===== config.mk =====
export PLATFORM = sky130hd
export DESIGN_NAME = roman_numeral_encoder
export DESIGN_NICKNAME = d
export VERILOG_FILES = /design/src/rne_pkg.sv /design/src/roman_numeral_encoder.sv /design/src/rne_ucode_rom.sv
export SDC_FILE = /design/constraint.sdc
export NUM_CORES = 1
export LEC_CHECK = 0
export BUFFER_PORTS_ARGS = -buffer_cell sky130_fd_sc_hd__buf_4
export CAP_MARGIN = 20
export CORE_ASPECT_RATIO = 0.9
export CORE_MARGIN = 2
export CORE_UTILIZATION = 40
export CTS_BUF_LIST = sky130_fd_sc_hd__clkbuf_8 sky130_fd_sc_hd__clkbuf_16
export CTS_CLUSTER_SIZE = 24
export DETAILED_ROUTE_END_ITERATION = 16
export PLACE_DENSITY = 0.6
export SLEW_MARGIN = 5
export SYNTH_ARGS = -nofsm -noshare
export SYNTH_HDL_FRONTEND = slang
export SYNTH_SLANG_ARGS = --single-unit

===== constraint.sdc =====
create_clock -name i_clk -period 4.4 [get_ports i_clk]
set_clock_uncertainty 0.05 [all_clocks]
set_input_delay 0.88 -clock i_clk [delete_from_list [all_inputs] [get_ports i_clk]]
set_output_delay 0.88 -clock i_clk [all_outputs]
set_load 0.02 [all_outputs]

===== src/rne_pkg.sv =====
// Shared types, step addresses and constants of the Roman numeral encoder.
package rne_pkg;

    localparam int VALUE_W = 12;
    localparam int SYM_W   = 8;
    localparam int PC_W    = 5;

    localparam logic [VALUE_W-1:0] VALUE_MAX = 12'd3999;

    // Step kinds of the control program.
    localparam logic [1:0] K_TSUB = 2'd0;  // test, and on a hit emit and subtract
    localparam logic [1:0] K_TEST = 2'd1;  // test, and on a hit emit without subtracting
    localparam logic [1:0] K_SUB  = 2'd2;  // emit and subtract unconditionally

    // Step addresses of the control program.
    localparam logic [PC_W-1:0] S_M  = 5'd0;
    localparam logic [PC_W-1:0] S_C9 = 5'd1;
    localparam logic [PC_W-1:0] S_CM = 5'd2;
    localparam logic [PC_W-1:0] S_D  = 5'd3;
    localparam logic [PC_W-1:0] S_C4 = 5'd4;
    localparam logic [PC_W-1:0] S_CD = 5'd5;
    localparam logic [PC_W-1:0] S_C  = 5'd6;
    localparam logic [PC_W-1:0] S_X9 = 5'd7;
    localparam logic [PC_W-1:0] S_XC = 5'd8;
    localparam logic [PC_W-1:0] S_L  = 5'd9;
    localparam logic [PC_W-1:0] S_X4 = 5'd10;
    localparam logic [PC_W-1:0] S_XL = 5'd11;
    localparam logic [PC_W-1:0] S_X  = 5'd12;
    localparam logic [PC_W-1:0] S_I9 = 5'd13;
    localparam logic [PC_W-1:0] S_IX = 5'd14;
    localparam logic [PC_W-1:0] S_V  = 5'd15;
    localparam logic [PC_W-1:0] S_I4 = 5'd16;
    localparam logic [PC_W-1:0] S_IV = 5'd17;
    localparam logic [PC_W-1:0] S_I  = 5'd18;

    typedef struct packed {
        logic [1:0]         kind;
        logic [VALUE_W-1:0] weight;
        logic [SYM_W-1:0]   sym;
        logic [PC_W-1:0]    hit_pc;
        logic [PC_W-1:0]    miss_pc;
    } t_uword;

endpackage


===== src/roman_numeral_encoder.sv =====
// Top level of the Roman numeral encoder: step sequencer, datapath and output register.
//
// The input channel (i_valid, o_ready, i_value) takes one 12-bit unsigned number per
// transaction. The output channel (o_valid, i_ready) returns the numeral as a run of
// ASCII characters on o_symbol, most significant first, with o_last marking the final
// character. A value of zero returns nothing. A value above 3999 returns a single
// transaction with o_symbol zero and both o_last and o_out_of_range set.
//
// A small control program in a read-only table walks the values 1000, 900, 500 and so
// on down to 1. Each test step compares the remainder with its weight and, on a hit,
// emits a character and may subtract. One step runs per cycle while the receiver keeps
// up. After its acceptance a number takes one step per character and one step for each
// step that finds nothing to emit (at most twelve); the worst case is 3333, with 24 steps.
// The next number is accepted once the last character has left the output register or is
// being taken. The error result is loaded straight into the output register in the
// accepting cycle.
//
// When the receiver stalls, the output register holds its character and the sequencer
// waits on the same step. Reset, synchronous and active low, empties the output
// register and returns the sequencer to idle; no numeral in flight survives it.
module roman_numeral_encoder (
    input  logic        i_clk,
    input  logic        i_rst_n,
    input  logic        i_valid,
    output logic        o_ready,
    input  logic [11:0] i_value,
    output logic        o_valid,
    input  logic        i_ready,
    output logic [7:0]  o_symbol,
    output logic        o_last,
    output logic        o_out_of_range
);
    import rne_pkg::*;

    // Sequencer state: busy flag, step counter and the remainder still to be written.
    logic               r_busy, n_busy;
    logic [PC_W-1:0]    r_pc, n_pc;
    logic [VALUE_W-1:0] r_rest, n_rest;

    // Output register.
    logic               r_out_valid, n_out_valid;
    logic [SYM_W-1:0]   r_sym, n_sym;
    logic               r_last, n_last;
    logic               r_oor, n_oor;

    t_uword             uword;
    logic               slot_free;
    logic               advance;
    logic               hit;
    logic               emit;
    logic               subtract;
    logic [VALUE_W-1:0] diff;
    logic               accept;

    rne_ucode_rom u_rom (
        .i_pc    (r_pc),
        .o_uword (uword)
    );

    // The output register can take a new character when it is empty or being emptied.
    assign slot_free = !r_out_valid || i_ready;
    assign advance   = r_busy && slot_free;
    assign o_ready   = !r_busy && slot_free;
    assign accept    = i_valid && o_ready;

    assign hit      = (uword.kind == K_SUB) || (r_rest >= uword.weight);
    assign emit     = advance && hit;
    assign subtract = emit && (uword.kind != K_TEST);
    assign diff     = r_rest - uword.weight;

    always_comb begin
        n_busy      = r_busy;
        n_pc        = r_pc;
        n_rest      = r_rest;
        n_out_valid = r_out_valid && !i_ready;
        n_sym       = r_sym;
        n_last      = r_last;
        n_oor       = r_oor;

        if (accept) begin
            if (i_value > VALUE_MAX) begin
                // Out of range: a single error transaction and no numeral.
                n_out_valid = 1'b1;
                n_sym       = '0;
                n_last      = 1'b1;
                n_oor       = 1'b1;
            end else if (i_value != '0) begin
                n_busy = 1'b1;
                n_pc   = S_M;
                n_rest = i_value;
            end
        end

        if (advance) begin
            if (emit) begin
                n_out_valid = 1'b1;
                n_sym       = uword.sym;
                n_oor       = 1'b0;
                n_last      = subtract && (diff == '0);
                n_pc        = uword.hit_pc;
            end else begin
                n_pc = uword.miss_pc;
            end
            if (subtract) begin
                n_rest = diff;
                // The numeral is complete once nothing remains to be written.
                if (diff == '0) begin
                    n_busy = 1'b0;
                end
            end
        end
    end

    always_ff @(posedge i_clk) begin
        if (!i_rst_n) begin
            r_busy      <= 1'b0;
            r_out_valid <= 1'b0;
        end else begin
            r_busy      <= n_busy;
            r_out_valid <= n_out_valid;
        end
        r_pc   <= n_pc;
        r_rest <= n_rest;
        r_sym  <= n_sym;
        r_last <= n_last;
        r_oor  <= n_oor;
    end

    assign o_valid        = r_out_valid;
    assign o_symbol       = r_sym;
    assign o_last         = r_last;
    assign o_out_of_range = r_oor;

`ifndef SYNTH
    // An error transaction is always a lone, marked result with a zero symbol.
    a_error_form: assert property (@(posedge i_clk) disable iff (!i_rst_n)
        (o_valid && o_out_of_range) |-> (o_last && (o_symbol == '0)))
        else $error("error result without last mark or with a non-zero symbol");

    // While a numeral is in progress something always remains to be written.
    a_rest_nonzero: assert property (@(posedge i_clk) disable iff (!i_rst_n)
        r_busy |-> (r_rest != '0))
        else $error("sequencer busy with nothing left to write");

    // The character marked last ends the numeral and leaves the sequencer idle.
    a_last_ends: assert property (@(posedge i_clk) disable iff (!i_rst_n)
        (emit && subtract && (diff == '0)) |=> (!r_busy && o_valid && o_last))
        else $error("final character did not end the numeral");
`endif

endmodule


===== src/rne_ucode_rom.sv =====
// Read-only control program of the Roman numeral encoder: one control word per step.
module rne_ucode_rom (
    input  logic [rne_pkg::PC_W-1:0] i_pc,
    output rne_pkg::t_uword          o_uword
);
    import rne_pkg::*;

    function automatic t_uword mk(input logic [1:0] kind, input logic [VALUE_W-1:0] weight,
                                  input logic [SYM_W-1:0] sym, input logic [PC_W-1:0] hit_pc,
                                  input logic [PC_W-1:0] miss_pc);
        t_uword w;
        w.kind    = kind;
        w.weight  = weight;
        w.sym     = sym;
        w.hit_pc  = hit_pc;
        w.miss_pc = miss_pc;
        return w;
    endfunction

    // Lower decades test nine, five and four units before repeating the one-symbol.
    always_comb begin
        case (i_pc)
            S_M:     o_uword = mk(K_TSUB, 12'd1000, "M", S_M,  S_C9);
            S_C9:    o_uword = mk(K_TEST, 12'd900,  "C", S_CM, S_D);
            S_CM:    o_uword = mk(K_SUB,  12'd900,  "M", S_X9, S_X9);
            S_D:     o_uword = mk(K_TSUB, 12'd500,  "D", S_C,  S_C4);
            S_C4:    o_uword = mk(K_TEST, 12'd400,  "C", S_CD, S_C);
            S_CD:    o_uword = mk(K_SUB,  12'd400,  "D", S_X9, S_X9);
            S_C:     o_uword = mk(K_TSUB, 12'd100,  "C", S_C,  S_X9);
            S_X9:    o_uword = mk(K_TEST, 12'd90,   "X", S_XC, S_L);
            S_XC:    o_uword = mk(K_SUB,  12'd90,   "C", S_I9, S_I9);
            S_L:     o_uword = mk(K_TSUB, 12'd50,   "L", S_X,  S_X4);
            S_X4:    o_uword = mk(K_TEST, 12'd40,   "X", S_XL, S_X);
            S_XL:    o_uword = mk(K_SUB,  12'd40,   "L", S_I9, S_I9);
            S_X:     o_uword = mk(K_TSUB, 12'd10,   "X", S_X,  S_I9);
            S_I9:    o_uword = mk(K_TEST, 12'd9,    "I", S_IX, S_V);
            S_IX:    o_uword = mk(K_SUB,  12'd9,    "X", S_I,  S_I);
            S_V:     o_uword = mk(K_TSUB, 12'd5,    "V", S_I,  S_I4);
            S_I4:    o_uword = mk(K_TEST, 12'd4,    "I", S_IV, S_I);
            S_IV:    o_uword = mk(K_SUB,  12'd4,    "V", S_I,  S_I);
            S_I:     o_uword = mk(K_TSUB, 12'd1,    "I", S_I,  S_I);
            default: o_uword = mk(K_TSUB, 12'd1,    "I", S_I,  S_I);
        endcase
    end

endmodule


## Word-level counts from Yosys, hierarchy flattened

Memory sizes are Yosys's and may differ from the RTL's. A register that Yosys moved wholly into a read port is not among the register bits.
Cells that the tools add are included.

- Output and inout bits: 12
- Input port bits: 16
- Flip-flop bits (word level): 29
- Bits in read-only memories: 864
- Memories: 1
- RAM bits: 0
- Latch bits: 0
- Word-level logic and storage cells: 64

Memories:

| name | words | width | read ports | clocked after memory_dff | wr ports | line | source |
|---|---|---|---|---|---|---|---|
| (no name shown) | 32 | 27 | 1 | 1 | 0 | rne_ucode_rom.sv:22 | `case (i_pc)` |

- Shifts and indexed selects: 0
- Reduce and logical (&&, ||, !) cells: 17
- Equal/unequal tests: 3
- Bitwise gates (word level): 0
- Muxes and demuxes: 33
- Multiply operators: 0
- Magnitude comparators: 2
- Add/subtract/negate cells: 1
- Divide/modulo/power cells: 0

Operators by type and width:

| cell | number |
|---|---|
| 12-bit 2-to-1 mux | 5 |
| 8-bit 2-to-1 mux | 4 |
| 5-bit 2-to-1 mux | 6 |
| 1-bit 2-to-1 mux | 18 |
| 12-bit greater-or-equal comparator | 1 |
| 12-bit greater-than comparator (second input constant) | 1 |
| 12-bit logical NOT | 1 |
| 12-bit nonzero test | 1 |
| 12-bit subtractor | 1 |
| 1-bit logical AND | 7 |
| 2-bit nonzero test | 2 |
| 1-bit logical NOT | 3 |
| 3-bit AND reduction | 1 |
| 2-bit equality test (second input constant) | 1 |
| 1-bit logical OR | 2 |
| 2-bit by 1-bit != test with 1-bit output (second input constant) | 1 |
| 2-bit != test (second input constant) | 1 |

## Longest topological paths before layout

- Depth in word-level cells: 8
- Mapped depth: 15
- Mapped depth without buffers: 15

## Hierarchy

Synthesis repeated with hierarchy kept, for this count alone.

- Cell total of the unflattened synthesis: 389
- Area, all modules: 2977.9 sq um

Modules (own cells, without submodules):

| module | cells an instance | sequential area each (sq um) | times used | area each (sq um) |
|---|---|---|---|---|
| roman_numeral_encoder | 255 | 630.6 | 1 | 2087.0 |
| rne_ucode_rom | 134 | 0.0 | 1 | 890.9 |

## Least setup slack after synthesis

No wires, ideal clock.

- Path kind: reg-to-reg
- Start: register r_rest[0]
- End: register, netlist name u_rom.o_uword[30]
- Path slack: 1.043 ns
- Stages on the path, launching flop included: 16
- Data required time: 4.228 ns
- Path buffers: 0
- Library setup time: 0.122 ns
- Clock period less this slack: 3.357 ns
- Arrival time: 3.185 ns
- Cells stage by stage: dfxtp_1 inv_1 ha_1 fa_1 nand2b_1 a2111oi_4 nor4_4 nor2_2 mux2i_1 o21ai_2 inv_1 ha_1 and3_1 a21oi_1 nor2_1 a311o_1

- Cells in the longest elaborated chain, start to end: 6

RTL lines:

| item | line | source |
|---|---|---|
| start, declared | roman_numeral_encoder.sv:38 | `logic [VALUE_W-1:0] r_rest, n_rest;` |
| start signal, assigned | roman_numeral_encoder.sv:123 | `r_rest <= n_rest;` |
| 12-bit greater-or-equal comparator | roman_numeral_encoder.sv:66 | `assign hit = (uword.kind == K_SUB) \|\| (r_rest >= uword.weight);` |
| 1-bit logical OR | roman_numeral_encoder.sv:66 |  |
| 1-bit logical AND | roman_numeral_encoder.sv:67 | `assign emit = advance && hit;` |
| 5-bit 2-to-1 mux | roman_numeral_encoder.sv:95 | `if (emit) begin` |
| 5-bit 2-to-1 mux | roman_numeral_encoder.sv:94 | `if (advance) begin` |
| 5-bit 2-to-1 mux (no line) | n/a |  |

No other way between the ends.
A chain may end at the register's enable or synchronous reset.

## Final worst setup path

- Start: register r_rest[0]
- End: register, netlist name u_rom.o_uword[30]

- Cells in the longest elaborated chain, start to end: 6

RTL lines:

| item | line |
|---|---|
| 12-bit greater-or-equal comparator | roman_numeral_encoder.sv:66 |
| 1-bit logical OR | roman_numeral_encoder.sv:66 |
| 1-bit logical AND | roman_numeral_encoder.sv:67 |
| 5-bit 2-to-1 mux | roman_numeral_encoder.sv:95 |
| 5-bit 2-to-1 mux | roman_numeral_encoder.sv:94 |
| 5-bit 2-to-1 mux (no line) | n/a |

No other way between the ends.

==> flow_summary.toml <==
[outcome]
status = "finished clean"

[drt]
postRouteWirelength_um = 7920
detail_route.first_pass.iterations = 7
vias = 2822
route.detailed.drc = 0
antenna_left = 0
wl_per_cell_um = 15.8
vias_per_cell = 5.64
dr.first_iter.drc_count = 213

[clock_tree]
cts_tree = "built"
clock_latency_ns = 0.31
clk_pin_slew_ns = 0.09
cts_sinks = 53
post_cts_buffers = 0
root_buffer = "clkbuf_8"
cts_inserted_buffers = 5
cts_max_level = 2
hold_buffers = 0
clockBufferDepth = 2
cts_resized = 0

[power]
powerDensity_nw_per_um2 = 863
cellLeakagePower_nw = 1.56
ir_worst_vdd_mv = 0.297

[sta]
hold_viol_final = 0
rsz0062_at_grt = "false"
slew_headroom_pct = 27.1
fmax_mhz = 264
layout_worst_path_cycle_share_pct = 86.1
period_needed_ns = 3.79
fin_setup_tns_ns = 0
tightestPinTransition_ns = 1.09
hold_ws_ns = 0.390
drv_slew = 0
setup_viol = 0

[floorplanning]
row_count = 30
die_w_um = 97.5
die-area_um2 = 8590
initial_utilization_pct = 41.5
die_y_um = 88.1
io_pins = 28
fp.coreArea_um2 = 7580

[cells_and_area]
diodes = 0
syn_to_final_growth_pct = 13.6
layout_common_cells = "dfxtp_1, nand2_1, buf_4, nor2_1, o21ai_0"
final_nets = 437
design_area_um2 = 3570
utilization_pct = 47.1
drive_above_1_share_pct = 15.6
final_common_cell = "dfxtp_1"

[critical_path]
cp-end-kind = "flop"
worstSetupPathType = "reg2reg"
slowest_delay_ns = 0.50
crit_family = "compound AO/OA/AOI/OAI gates"
cp.arrival_ns = 3.92
worstPathMaxFanout = 8
cp_num_buf_inv = 2
slowest_stage = "a2111oi_4"
startpoint_type = "flop"
path_cells = "inv_1 > ha_1 > fa_1 > nand2b_1 > a2111oi_4 > nor4_4 > nor2_2 > mux2i_1 > o21ai_2 > inv_1 > ha_1 > and3_1 > a21oi_1 > nor2_1 > a311o_1"
required_ns = 4.54

[synthesis]
synthArstFlopShare_pct = 0
syn_area_um2 = 3150
synthCells = 376
avgSynthCellArea_um2 = 8.37
yosys_warnings = 0
synth_edf_count = 5
ys_seq_area_share_pct = 35.3
ys_ff_latch = 53
ys_types = 63
synthFlopType = "dfxtp_1"
postSynthNetCount = 410

[global_routing]
grt_pass1_wl_um = 12900
grt_pass1_vias = 2553
grt_max_degree = 25
track_usage_pct = 18.6
antenna_found_initial = 0
overflow = 0

[placed_design]
dpl.hpwl_um = 5950
gp_congestion = 0.911
portBuffers = 27
place_area_um2 = 3460

[run]
cap_viol_max_count = 0

[min_path]
hp-class = "reg2reg"
per-layer routing:
layer / wire (um) / global-route usage (%) / vias up
li1: - / - / 1417
met5: 0 / 0 / -
met2: 3230 / 28.0 / 93
met3: 500 / 3.19 / 9
met4: 44 / 2.90 / 0
met1: 4140 / 28.5 / 1303
cells by family (layout without fill, tap and decap cells):
logic type	after synthesis	after routing	synth area share, %
adder cells (fa/ha/maj)	18	18	7.40
XOR/XNOR	6	6	1.91
multiplexers	11	11	3.66
AND/OR/NAND/NOR	134	134	21.0
flip-flops	53	53	35.3
buffers and inverters	36	64	5.05
AO/OA/AOI/OAI	118	118	25.7
worst reg2reg max path, cell delays in order (launching register included):
cell       delay, ns
dfxtp_1         0.33
inv_1           0.04
ha_1            0.21
fa_1            0.40
nand2b_1        0.24
a2111oi_4       0.50
nor4_4          0.12
nor2_2          0.24
mux2i_1         0.14
o21ai_2         0.29
inv_1           0.22
ha_1            0.28
and3_1          0.17
a21oi_1         0.11
nor2_1          0.05
a311o_1         0.27
path summary, 6_finish.rpt:
kind / cells after the start / slack (ns) / from / to
hold / removal: 2 / 0.39 / u_rom.o_uword[13] / o_symbol[3]
setup / recovery: 15 / 0.61 / r_rest[0] / u_rom.o_uword[30]
setup reg to reg: 15 / 0.61 / r_rest[0] / u_rom.o_uword[30]
hold reg to reg: 2 / 0.39 / u_rom.o_uword[13] / o_symbol[3]
power breakdown:
| part | switching, W | total [W] | leakage (nW) | internal (W) |
|---|---|---|---|---|
| logic | 0.00116 | 0.00194 | 1.04 | 0.000779 |
| clock network | 0.000159 | 0.000342 | 0.0626 | 0.000184 |
| registers | 0.0000974 | 0.000798 | 0.452 | 0.000701 |
flip-flops by register name, summed over array words and instances (netlist names):
register        cells
r_rest             12
o_valid             1
r_busy              1
o_last              1
o_symbol            8
o_out_of_range      1
r_pc                5
u_rom.o_uword      24
area by class of cell:
type                    count  area [um^2]
clock buffers               6         82.6
clock inverters             2         33.8
fillers                   753         4010
inverters                  19         71.3
multi-input cells         287         1880
flip-flops and latches     53         1110
well taps                  96          120
repair buffers             37          278
Yosys cell counts (3+ instances only):
master    instances  share of area (%)
a211oi_1          6                1.4
a21boi_0          3               0.72
a21o_1           10                2.4
a21oi_1          25                4.0
a22o_1            5                1.4
a22oi_1           4               0.95
a31oi_1           3               0.60
and2_1            5               0.99
and3_1            8                1.6
buf_2             4               0.64
clkbuf_1          9                1.1
dfxtp_1          48                 31
edfxtp_1          5                4.8
ha_1             17                6.8
inv_1            18                2.1
mux2_2            4                1.4
mux2i_1           7                2.2
nand2_1          42                5.0
nand2b_1          6                1.2
nand3_1           5               0.80
nand4_1           5               0.99
nor2_1           34                4.1
nor3_1           10                1.6
nor3b_1           3               0.72
nor4_1            4               0.80
o211ai_1          4               0.95
o21a_1            4               0.95
o21ai_0          27                4.3
o22ai_1           3               0.60
o31ai_1           3               0.72
or3_1             4               0.80
xnor2_1           3               0.84
per-stage QoR:
| stage | setup WS [ns] | instances | total power [W] |
|---|---|---|---|
| 2_1_floorplan | 1.04 | 376 | 0.00229 |
| 3_3_place_gp | 0.532 | 491 | 0.00270 |
| 3_5_place_dp | 0.580 | 492 | 0.00272 |
| 4_1_cts | 0.624 | 500 | 0.00308 |
| 5_1_grt | 0.330 | 500 | 0.00334 |
| 6_report | 0.614 | 500 | 0.00308 |
Power figures use the tool's default switching activity.
